$ cat src/rtl/core/plfm_pkg.sv
// Package for the price-level FIFO order matcher.
// Holds the command, result and status codes and the control structs that
// join the controller and the datapath. Depends on nothing.
package plfm_pkg;

  localparam logic [1:0] CMD_ADD     = 2'd0;
  localparam logic [1:0] CMD_CANCEL  = 2'd1;
  localparam logic [1:0] CMD_CONSUME = 2'd2;

  localparam logic [1:0] KIND_ADD    = 2'd0;
  localparam logic [1:0] KIND_CANCEL = 2'd1;
  localparam logic [1:0] KIND_FILL   = 2'd2;
  localparam logic [1:0] KIND_DONE   = 2'd3;

  localparam logic [1:0] ST_OK        = 2'd0;
  localparam logic [1:0] ST_NOT_FOUND = 2'd1;
  localparam logic [1:0] ST_REJECT    = 2'd2;

  typedef struct packed {
    logic clr_we;
    logic load_item;
    logic ht_load;
    logic add_exec;
    logic cancel_exec;
    logic pop;
    logic fill_exec;
    logic done_exec;
  } plfm_cmd_t;

  typedef struct packed {
    logic       clr_last;
    logic       out_free;
    logic [1:0] cmd;
    logic       cons_stop;
    logic       entry_active;
  } plfm_stat_t;

endpackage

$ cat src/rtl/core/plfm_ctrl.sv
// Controller state machine of the order matcher.
// Sequences lookups, table updates and the consume walk. Depends on plfm_pkg.
module plfm_ctrl
  import plfm_pkg::*;
(
  input  logic       clk,
  input  logic       rst_n,
  input  logic       in_valid,
  output logic       in_ready,
  input  plfm_stat_t stat,
  output plfm_cmd_t  cmd
);

  typedef enum logic [7:0] {
    S_CLEAR  = 8'b0000_0001,
    S_IDLE   = 8'b0000_0010,
    S_LOOKUP = 8'b0000_0100,
    S_EXEC   = 8'b0000_1000,
    S_CLOAD  = 8'b0001_0000,
    S_CTEST  = 8'b0010_0000,
    S_CPROC  = 8'b0100_0000,
    S_CDONE  = 8'b1000_0000
  } state_t;

  state_t state_r, state_nxt;

  assign in_ready = (state_r == S_IDLE);

  always_comb begin
    state_nxt = state_r;
    cmd       = '0;
    unique case (state_r)
      S_CLEAR: begin
        cmd.clr_we = 1'b1;
        if (stat.clr_last) state_nxt = S_IDLE;
      end
      S_IDLE: begin
        if (in_valid) begin
          cmd.load_item = 1'b1;
          state_nxt     = S_LOOKUP;
        end
      end
      S_LOOKUP: begin
        unique case (stat.cmd)
          CMD_CONSUME:        state_nxt = S_CLOAD;
          CMD_ADD, CMD_CANCEL: state_nxt = S_EXEC;
          default:            state_nxt = S_IDLE;
        endcase
      end
      S_EXEC: begin
        if (stat.out_free) begin
          cmd.add_exec    = (stat.cmd == CMD_ADD);
          cmd.cancel_exec = (stat.cmd != CMD_ADD);
          state_nxt       = S_IDLE;
        end
      end
      S_CLOAD: begin
        cmd.ht_load = 1'b1;
        state_nxt   = S_CTEST;
      end
      S_CTEST: begin
        state_nxt = stat.cons_stop ? S_CDONE : S_CPROC;
      end
      S_CPROC: begin
        // Cancelled entries are dropped without a result beat.
        if (!stat.entry_active) begin
          cmd.pop   = 1'b1;
          state_nxt = S_CTEST;
        end else if (stat.out_free) begin
          cmd.fill_exec = 1'b1;
          state_nxt     = S_CTEST;
        end
      end
      S_CDONE: begin
        if (stat.out_free) begin
          cmd.done_exec = 1'b1;
          state_nxt     = S_IDLE;
        end
      end
      default: state_nxt = S_CLEAR;
    endcase
  end

  always_ff @(posedge clk) begin
    if (!rst_n) state_r <= S_CLEAR;
    else        state_r <= state_nxt;
  end

endmodule

$ cat config.mk
export PLATFORM = sky130hd
export DESIGN_NAME = plfm_ctrl
export DESIGN_NICKNAME = d
export VERILOG_FILES = /design/src/rtl/core/plfm_pkg.sv /design/src/rtl/core/plfm_ctrl.sv
export SDC_FILE = /design/constraint.sdc
export NUM_CORES = 1
export LEC_CHECK = 0
export ABC_AREA = 1
export BUFFER_PORTS_ARGS = -buffer_cell sky130_fd_sc_hd__clkbuf_2
export CAP_MARGIN = 10
export CORE_MARGIN = 5
export CORE_UTILIZATION = 39
export DETAILED_ROUTE_END_ITERATION = 12
export GPL_TIMING_DRIVEN = 0
export PLACE_DENSITY = 0.65
export RECOVER_POWER = 100
export SLEW_MARGIN = 20
export SYNTH_ARGS = -nofsm -noshare
export SYNTH_HDL_FRONTEND = slang
export SYNTH_SLANG_ARGS = --single-unit
$ cat constraint.sdc
create_clock -name clk -period 1.3 [get_ports clk]
set_input_delay 0.13 -clock clk [delete_from_list [all_inputs] [get_ports clk]]
set_output_delay 0.13 -clock clk [all_outputs]
set_load 0.01 [all_outputs]
==> reports/results.tsv, run 1 <==
stage	metric	value	unit
hold_path	Hold Path Sink	state_r[0]	
power	Pwr Density	773	nW/um^2
final_layout	Regs by FF count	state_r: 8 flops	
routing	drt wl/cell	13.1	um
critical_path	worst r2r dst	state_r[3]	
logic_synthesis	post-synthesis adder-cell area fraction	0	%
routing	via/cell ratio	4.91	
critical_path	Reg2Reg Depth	11	
placed_design	GPL Wtd Cong	0.752	
final_layout	max FFs per register	8	
global_routing	Global Route Usage Sum	14.6	%
global_routing	first-pass GRT wire length	2.30	mm
critical_path	Critical Path Sink Type	register	
hold_path	worst hold path startpoint	rst_n	
timing	setup slack after layout	-0.160	ns
logic_synthesis	Post-Syn Nets	99	
logic_synthesis	flops & latches, synth	8	
logic_synthesis	Avg Inst Size Synth	6.14	sq um
placed_design	DP Wirelength	1.03	mm
power	LEAKAGE	0.496	nW
clock_network	hold buffer count at cts	0	
critical_path	r2r setup slk	-0.16	ns
placed_design	post-place instance area	657	sq um
clock_network	clock sinks	8	
final_layout	finished layout cell area	998	sq um
timing	crit share post-route	112	%
floorplan	chip height	47.7	um
timing	count of final hold-check violations	0	
timing	slew at the pin closest to its max-slew limit	0.274	ns
hold_path	Hold Path Stages	2	
floorplan	Core ar.	1320	sq um
logic_synthesis	compound-cell area share of the yosys netlist	5.20	%
logic_synthesis	post-synth cell types	20	
final_layout	Syn-to-layout area delta	80.5	%
critical_path	CP top delay family	simple AND/OR/NAND/NOR gates	
final_layout	Layout Nets	138	
floorplan	Row Count	13	
hold_path	worst hold path class	primary input to register	
timing	min cycle time layout	1.46	ns
timing	Highest Clock Rate	685	MHz
placed_design	count of buffers from port buffering	17	
final_layout	Core Util, Final	75.8	%
logic_synthesis	yosys warns	0	
global_routing	largest net degree at the start of global routing	8	
timing	unrepaired setup endpoints after global routing	yes	
routing	Detailed Routing Iterations Pass 1	4	
logic_synthesis	post-synthesis simple-gate area fraction	51.8	%
logic_synthesis	Post-Syn Instances	90	
critical_path	CP Launch Type	register	
clock_network	clock buffer count from CTS	3	
final_layout	ANT cells	0	
critical_path	Buffers & Inverters on Critical Path	3	
power	Tot Pwr	0.772	mW
clock_network	Clock transition at path regs	0.05	ns
final_layout	most frequent cells in the layout	inv_1 (12), buf_4 (10)	
timing	max-slew violation count	0	
critical_path	reg-to-reg startpoint	state_r[4]	
critical_path	CP cell instances	nor2_4, buf_6, inv_4, nor2_4, nand3_2, buf_6, nand2_2, nand2_4, nand2_4, nand2_2, a21oi_2	
logic_synthesis	xor/xnor share of the synthesized area	0	%
logic_synthesis	Post-Syn Area	553	sq um
critical_path	Critical Path AT	1.63	ns
flow_run	max-cap viol count	0	
final_layout	most common cell after layout, fill and taps aside	inv_1	
floorplan	Die Wd	47.7	um
critical_path	slowest CP cell	dfxtp_4	
global_routing	initial antenna violation count	0	
routing	DRC errors left	0	
routing	DRT iter0 DRCs	6	
critical_path	critical path required time	1.47	ns
critical_path	slowest stage delay, CP	0.36	ns
clock_network	htree depth	1	
clock_network	clk root buf	clkbuf_4	
routing	antenna-violating nets left	0	
routing	Total Wirelength	1.86	mm
critical_path	Crit. path cell count	11	
final_layout	Most flops, register	state_r	
power	peak supply drop	0.619	mV
outcome	failing checks	negative setup slack	
critical_path	critical path type	register to register	
outcome	outcome	complete, but fails checks	
floorplan	initial core utilization	42.0	%
clock_network	TritonCTS clock tree	done	
global_routing	vias in the first global route	588	
floorplan	die area	2270	sq um
clock_network	Skew-Pair Late Insertion Delay	0.25	ns
timing	setup violators final	15	
final_layout	layout cells sized above 1	64.6	%
clock_network	Clock Path Buffers	2	
logic_synthesis	sequential share of the synthesized area	29.0	%
routing	DR vias	697	
logic_synthesis	largest family of logic cells by synthesized area	simple AND/OR/NAND/NOR gates	
floorplan	I/O pins	18	
critical_path	Max FO, Critical Path	4	
timing	Slew Limit Headroom	81.7	%
logic_synthesis	mux cell area share after synthesis	0	%
timing	skew final	0.00345	ns
global_routing	gr ovfl total	0	
## cells in the mapped netlist (all sizes together)
cell type,count,share of area (%)
nand2,19,16
o21ai,1,0.90
nor2,18,14
and2,1,1.1
nor3b,1,1.4
or2,1,1.1
dfxtp,8,29
nor4,2,2.3
nand3,9,9.1
nand4,4,4.5
nor3,2,1.8
inv,20,14
a21oi,4,4.3
## through the flow
step / TNS, ns / worst slack (ns) / cells / hold slack (ns)
6_report: -1.55 / -0.160 / 142 / 0.0545
5_1_grt: -2.82 / -0.257 / 142 / 0.0596
4_1_cts: -1.51 / -0.170 / 133 / 0.0609
3_5_place_dp: 0 / 0.0208 / 122 / 0.319
3_3_place_gp: 0 / 0.0378 / 122 / 0.317
2_1_floorplan: 0 / 0.0764 / 90 / 0.207
## per-layer routing
layer	up-vias	part of all wire (%)	global-route usage, %
met1	312	42	16.1
met2	19	51	27.0
met3	6	5.4	2.26
met5	-	0	0
met4	0	1.9	6.45
li1	360	-	-
## what timing repair did
item | in CTS | in global routing
buffers inserted | 8 | 11
setup endpoints to repair | 9 | 15
pin swaps | 6 | 14
resized for setup | 13 | 53
## worst max path at each step
stage / slack, ns / startpoint / to
5_1_grt: -0.26 / state_r[4] / state_r[3]
3_5_place_dp: 0.02 / state_r[2] / state_r[6]
4_1_cts: -0.17 / state_r[5] / cmd[4]
2_1_floorplan: 0.08 / state_r[4] / cmd[4]
6_report: -0.16 / state_r[4] / state_r[3]
3_3_place_gp: 0.04 / state_r[2] / state_r[6]
## report_power, final
group / internal, mW / switching (mW) / total (mW) / leakage [nW]
Sequential: 0.258 / 0.0230 / 0.281 / 0.0693
Combinational: 0.141 / 0.167 / 0.308 / 0.413
Clock: 0.105 / 0.0780 / 0.183 / 0.0138
## area by class of cell
cell class	instances	area, sq um
Inverter	20	90.1
Fill cell	96	319
Tap cell	15	18.8
Multi-Input combinational cell	62	427
Clock buffer	3	22.5
Sequential cell	8	180
Timing Repair Buffer	34	260
## kinds of logic after synthesis
kind of cell / count (synthesis)
buf+inv: 20
simple gates: 57
compound gates: 5
flops: 8
Note: power is estimated with default switching activity, not from simulation.
==> run 2: changes to the inputs <==
- clock period: 1.3 -> 1.6 ns (I/O delays scaled with it)
==> reports/results.tsv, run 2 (same netlist as run 1, synthesis figures left out) <==
stage	metric	value	unit	change
outcome	outcome	finished, final reports clean		
clock_network	Clock Path Buffers	2		unchanged
final_layout	max FFs per register	8		unchanged
global_routing	Global Route Usage Sum	12.3	%	-2.3 points
critical_path	Max FO, Critical Path	3		-1
critical_path	slowest stage delay, CP	0.33	ns	-0.03 ns
placed_design	GPL Wtd Cong	0.752		unchanged
final_layout	Syn-to-layout area delta	27.4	%	
clock_network	TritonCTS clock tree	done		
clock_network	Clock transition at path regs	0.06	ns	about the same
global_routing	gr ovfl total	0		unchanged
timing	skew final	0.00483	ns	+0.00138 ns
global_routing	initial antenna violation count	0		unchanged
routing	DR vias	597		-14%
routing	via/cell ratio	4.70		-4.2%
timing	Highest Clock Rate	678	MHz	
hold_path	worst hold path class	primary input to register		
final_layout	most frequent cells in the layout	inv_1 (17), clkbuf_2 (16), nand2_1 (14)		
placed_design	worst setup slack after placement	0.312	ns	+0.291 ns
timing	count of final hold-check violations	0		unchanged
placed_design	count of buffers from port buffering	17		unchanged
timing	setup violators final	0		-15
floorplan	Die Wd	47.7	um	unchanged
critical_path	CP cell instances	nor2_2, nand2_2, nor2_2, inv_1, nor4_2, buf_2		
placed_design	DP Wirelength	1.03	mm	unchanged
power	Tot Pwr	0.538	mW	-30%
final_layout	Most flops, register	state_r		
clock_network	htree depth	1		unchanged
clock_network	Skew-Pair Late Insertion Delay	0.25	ns	about the same
final_layout	Layout Nets	123		-11%
critical_path	cell mode on critical path	nor2_2		
timing	unrepaired setup endpoints after global routing	yes		
final_layout	ANT cells	0		unchanged
clock_network	hold buffer count at cts	0		unchanged
routing	Total Wirelength	1.22	mm	-34%
clock_network	clock buffer count from CTS	3		unchanged
power	peak supply drop	0.487	mV	-21%
global_routing	largest net degree at the start of global routing	8		unchanged
critical_path	Critical Path Sink Type	output pin		
clock_network	clock sinks	8		unchanged
critical_path	critical path type	register to output pin		
final_layout	Core Util, Final	53.5	%	-22 points
timing	min cycle time layout	1.48	ns	
global_routing	first-pass GRT wire length	1.92	mm	-16%
power	LEAKAGE	0.375	nW	-24%
critical_path	CP Launch Type	register		
final_layout	final std cells w/o fill	127		-11%
timing	max-slew violation count	0		unchanged
floorplan	I/O pins	18		unchanged
floorplan	die area	2270	sq um	unchanged
timing	slew at the pin closest to its max-slew limit	0.233	ns	-0.0407 ns
placed_design	dpl cells	122		unchanged
timing	crit share post-route	92.2	%	
final_layout	layout cells sized above 1	35.7	%	-29 points
timing	Slew Limit Headroom	84.4	%	+2.7 points
global_routing	vias in the first global route	492		-16%
power	Pwr Density	764	nW/um^2	-1.1%
final_layout	Multi-input gate area	324	sq um	-24%
routing	Detailed Routing Iterations Pass 1	4		unchanged
floorplan	chip height	47.7	um	unchanged
floorplan	initial core utilization	42.0	%	unchanged
floorplan	Core ar.	1320	sq um	unchanged
routing	drt wl/cell	9.64	um	-26%
final_layout	fillcell total	150		+56%
critical_path	Critical Path AT	1.32	ns	-0.31 ns
flow_run	max-cap viol count	0		unchanged
routing	antenna-violating nets left	0		unchanged
floorplan	Row Count	13		unchanged
critical_path	critical path required time	1.44	ns	-0.03 ns
routing	DRC errors left	0		unchanged
timing	Hold WS	0.0959	ns	+0.0414 ns
final_layout	Regs by FF count	state_r: 8 flops		
routing	DRT iter0 DRCs	5		-1
final_layout	most common cell after layout, fill and taps aside	inv_1		
critical_path	slowest CP cell	dfxtp_1		
final_layout	Reg area	161	sq um	-10%
timing	setup slack after layout	0.125	ns	+0.285 ns
clock_network	clk root buf	clkbuf_4		
[run 2: cell types whose count changed in the layout (fill, tap and decap cells not counted), sizes merged]
cell | previous run | this run
buf | 26 | 3
clkbuf | 11 | 19
clkinv | 1 | 0
inv | 19 | 20
[run 2: worst paths after layout]
kind,startpoint,endpoint,slack [ns],cells past startpoint
min,rst_n,state_r[0],0.1,2
max reg2reg,state_r[5],state_r[3],0.30,10
min reg2reg,state_r[3],state_r[3],0.48,2
max,state_r[5],cmd[4],0.12,6
[run 2: worst max-delay path: cells and delay by family, from the launching register on]
family | cells | cell delay, ns
buffers and inverters | 2 | 0.23
DFF | 1 | 0.33
and+or+nand+nor | 4 | 0.51
[run 2: area by class of cell]
class,count,area share (%)
Clock buffer,3,3.20
Inverter,20,11.0
Multi-Input combinational cell,62,46.0
Sequential cell,8,22.9
Tap cell,15,2.66
Timing Repair Buffer,19,14.2
[run 2: report_power, final]
group          internal, mW  total [mW]  switching, mW
sequential            0.213       0.225         0.0119
combinational        0.0619       0.163          0.101
clock                0.0856       0.151         0.0655
total                 0.360       0.538          0.178
[run 2: repair_timing]
item / CTS / global route
gates resized for setup: 0 / 4
buffers inserted: 0 / 2
endpoints found under the setup margin: 0 / 2
[run 2: layer usage]
metal	wire length (um)	vias to the layer above	track usage, %
met5	0	-	0
met4	20	0	6.45
met3	92	4	2.26
met2	538	18	21.7
met1	572	247	13.9
li1	-	328	-
[run 2: metrics by stage]
step	cell area [sq um]	setup TNS (ns)
after floorplan	553	0
after global placement	657	0
after detailed placement	657	0
after CTS	679	0
after global routing	704	-0.0433
final	704	0
==> run 3: changes to the inputs <==
- ABC_AREA: 1 -> 0
==> reports/results.tsv, run 3 <==
stage	metric	value	unit	change
outcome	outcome	complete, but fails checks		
outcome	failing checks	negative setup slack		
global_routing	vias in the first global route	549		+12%
placed_design	GPL Wtd Cong	0.734		-2.4%
global_routing	initial antenna violation count	0		unchanged
final_layout	Layout Nets	105		-15%
routing	DR vias	569		-4.7%
hold_path	worst hold path class	primary input to register		
final_layout	fillcell total	118		-21%
routing	DRC errors left	0		unchanged
floorplan	Die Wd	47.7	um	+0.18%
logic_synthesis	leading area contributor after synthesis	dfxtp_1		
logic_synthesis	Post-Syn Instances	64		-29%
logic_synthesis	Synth area leaders	dfxtp_1 (29%), nor2_1 (7.4%), nor4_2 (6.8%), nand4b_1 (6.3%), nand2_1 (4.1%)		
clock_network	hold buffer count at cts	0		unchanged
routing	drt wl/cell	12.9	um	+34%
timing	min cycle time layout	1.74	ns	+0.269 ns
flow_run	max-cap viol count	0		unchanged
timing	max-slew violation count	0		unchanged
logic_synthesis	Post-synth EDFFs	0		unchanged
logic_synthesis	post-synth cell types	30		+50%
critical_path	CP Launch Type	register		
global_routing	M2 GR Usage	22.7	%	+1.0 points
critical_path	critical path type	register to output pin		
global_routing	M1 GR Usage	17.7	%	+3.8 points
routing	Total Wirelength	1.41	mm	+15%
final_layout	layout cells sized above 1	58.5	%	+23 points
final_layout	ANT cells	0		unchanged
power	Logic pwr share	41.4	%	+11 points
floorplan	I/O pins	18		unchanged
timing	slew at the pin closest to its max-slew limit	0.298	ns	+0.0647 ns
logic_synthesis	Post-synth top cells	nor2_1 (11), dfxtp_1 (8), nand2_1 (6), nand4b_1 (4), nor4_2 (3)		
logic_synthesis	sequential share of the synthesized area	28.8	%	-0.13 points
final_layout	Reg area	180	sq um	+12%
global_routing	Global Route Usage Sum	14.6	%	+2.3 points
timing	skew final	0.00367	ns	-0.00116 ns
routing	antenna-violating nets left	0		unchanged
power	LEAKAGE	0.352	nW	-6.3%
power	P_int	0.466	mW	+29%
critical_path	Critical Path AT	1.58	ns	+0.26 ns
clock_network	Skew-Pair Late Insertion Delay	0.25	ns	about the same
clock_network	Clock Path Buffers	2		unchanged
timing	setup violators final	9		+9
global_routing	busiest grt layer	met2		
final_layout	Multi-input gate area	450	sq um	+39%
timing	Slew Limit Headroom	80.0	%	-4.4 points
final_layout	max FFs per register	8		unchanged
clock_network	htree depth	1		unchanged
floorplan	chip height	47.7	um	+0.18%
final_layout	Core Util, Final	63.7	%	+10 points
power	switching part of the total	36.2	%	+3.1 points
timing	unrepaired setup endpoints after global routing	yes		
placed_design	post-place instance area	664	sq um	+1.1%
final_layout	finished layout cell area	840	sq um	+19%
clock_network	clk root buf	clkbuf_4		
clock_network	clock sinks	8		unchanged
critical_path	Max FO, Critical Path	4		+1
routing	DRT iter0 DRCs	5		unchanged
timing	Highest Clock Rate	573	MHz	-15%
final_layout	most frequent cells in the layout	nor2_1 (11), clkbuf_2 (11), buf_4 (9)		
routing	via/cell ratio	5.22		+11%
floorplan	initial core utilization	42.2	%	+0.19 points
global_routing	largest net degree at the start of global routing	9		+1
timing	crit share post-route	109	%	+17 points
clock_network	clock buffer count from CTS	3		unchanged
logic_synthesis	Avg Inst Size Synth	8.68	sq um	+41%
logic_synthesis	Post-Syn Area	556	sq um	+0.45%
logic_synthesis	most frequent cell after synthesis	nor2_1		
timing	setup slack after layout	-0.145	ns	-0.269 ns
floorplan	Row Count	13		unchanged
logic_synthesis	yosys warns	0		unchanged
logic_synthesis	Post-Syn Nets	73		-26%
power	peak supply drop	0.677	mV	+39%
placed_design	count of buffers from port buffering	17		unchanged
global_routing	gr ovfl total	0		unchanged
floorplan	die area	2280	sq um	+0.36%
logic_synthesis	Post-synth top flop	dfxtp_1		
logic_synthesis	post-synth top area share	28.8	%	-0.13 points
clock_network	Clock transition at path regs	0.05	ns	about the same
routing	Detailed Routing Iterations Pass 1	3		-1
logic_synthesis	flops & latches, synth	8		unchanged
power	Clk pwr share	20.7	%	-7.4 points
critical_path	Critical Path Sink Type	output pin		
timing	count of final hold-check violations	0		unchanged
power	part of the power in registers	37.8	%	-3.9 points
final_layout	Regs by FF count	state_r: 8 flops		
clock_network	TritonCTS clock tree	done		
critical_path	critical path required time	1.44	ns	about the same
logic_synthesis	ys async rst share	0	%	unchanged
floorplan	Core ar.	1320	sq um	unchanged
global_routing	first-pass GRT wire length	2.26	mm	+18%
power	Pwr Density	869	nW/um^2	+14%
final_layout	Syn-to-layout area delta	51.1	%	
power	Psw	0.264	mW	+48%
global_routing	global routing usage on met3	2.26	%	unchanged
final_layout	Most flops, register	state_r		
## run 3: changes by cell type in the layout (fill, tap and decap cells not counted), moves of 4 or more
cell      delta
dfxtp_1      -7
nand2_1      -9
nor2_2       -6
clkbuf_2     -5
nand4_1      -4
dfxtp_4      +4
nor4_4       +4
inv_1       -15
nand3_1      -7
nand4b_1     +4
buf_2        +5
buf_4        +7
## run 3: metal layers
| layer | wire length, um | share of wire, % |
|---|---|---|
| met1 | 656 | 47 |
| met2 | 642 | 46 |
| met3 | 80 | 5.7 |
| met4 | 29 | 2.1 |
| met5 | 0 | 0 |
## run 3: final timing paths
check / start / depth (start not counted) / slack [ns] / endpoint
setup / recovery: state_r[4] / 6 / -0.14 / cmd[6]
hold / removal: stat[2] / 2 / 0.12 / state_r[4]
hold reg to reg: state_r[3] / 2 / 0.54 / state_r[3]
setup reg to reg: state_r[3] / 6 / -0.03 / state_r[5]
## run 3: repair_timing
item,CTS,global route
endpoints found under the setup margin,16,16
pin swaps,6,10
cloned,0,0
buffers inserted,7,4
gates resized for setup,8,20
## run 3: power groups by stage
stage / clock [mW] / combinational [mW] / sequential (mW)
after detailed placement: 0 / 0.252 / 0.266
final: 0.151 / 0.302 / 0.276
after global placement: 0 / 0.250 / 0.265
after global routing: 0.171 / 0.329 / 0.282
after floorplan: 0 / 0.186 / 0.257
after CTS: 0.157 / 0.282 / 0.266
## run 3: cell type report
cell class	instances	share of cell area [%]
clock buffers	3	2.68
repair buffers	27	19.1
multi-input cells	54	53.7
inverters	2	0.894
flip-flops and latches	8	21.5
well taps	15	2.24
## run 3: kinds of logic (layout without fill, tap and decap cells)
family,Yosys count,count (layout),share of synthesized area [%]
AO/OA/AOI/OAI,12,12,17.8
flip-flops,8,8,28.8
AND/OR/NAND/NOR,42,42,52.0
buffers and inverters,2,32,1.35
## run 3: per-stage QoR
stage | power (mW) | setup TNS (ns) | setup slack, ns | instances | hold slack, ns
after global routing | 0.782 | -1.55 | -0.232 | 109 | 0.117
after detailed placement | 0.518 | -1.09 | -0.202 | 96 | 0.393
after CTS | 0.705 | -0.610 | -0.140 | 105 | 0.118
after global placement | 0.515 | -0.939 | -0.198 | 96 | 0.389
final | 0.729 | -0.565 | -0.145 | 109 | 0.124
after floorplan | 0.443 | 0 | 0.0196 | 64 | 0.226
## run 3: worst max-delay path, cell delays in order (launching register included)
cell and delay [ns]:
dfxtp_2 0.34, nor4_4 0.30, buf_4 0.16, nand2_2 0.06
nor3b_2 0.20, and2_1 0.15, clkbuf_2 0.13
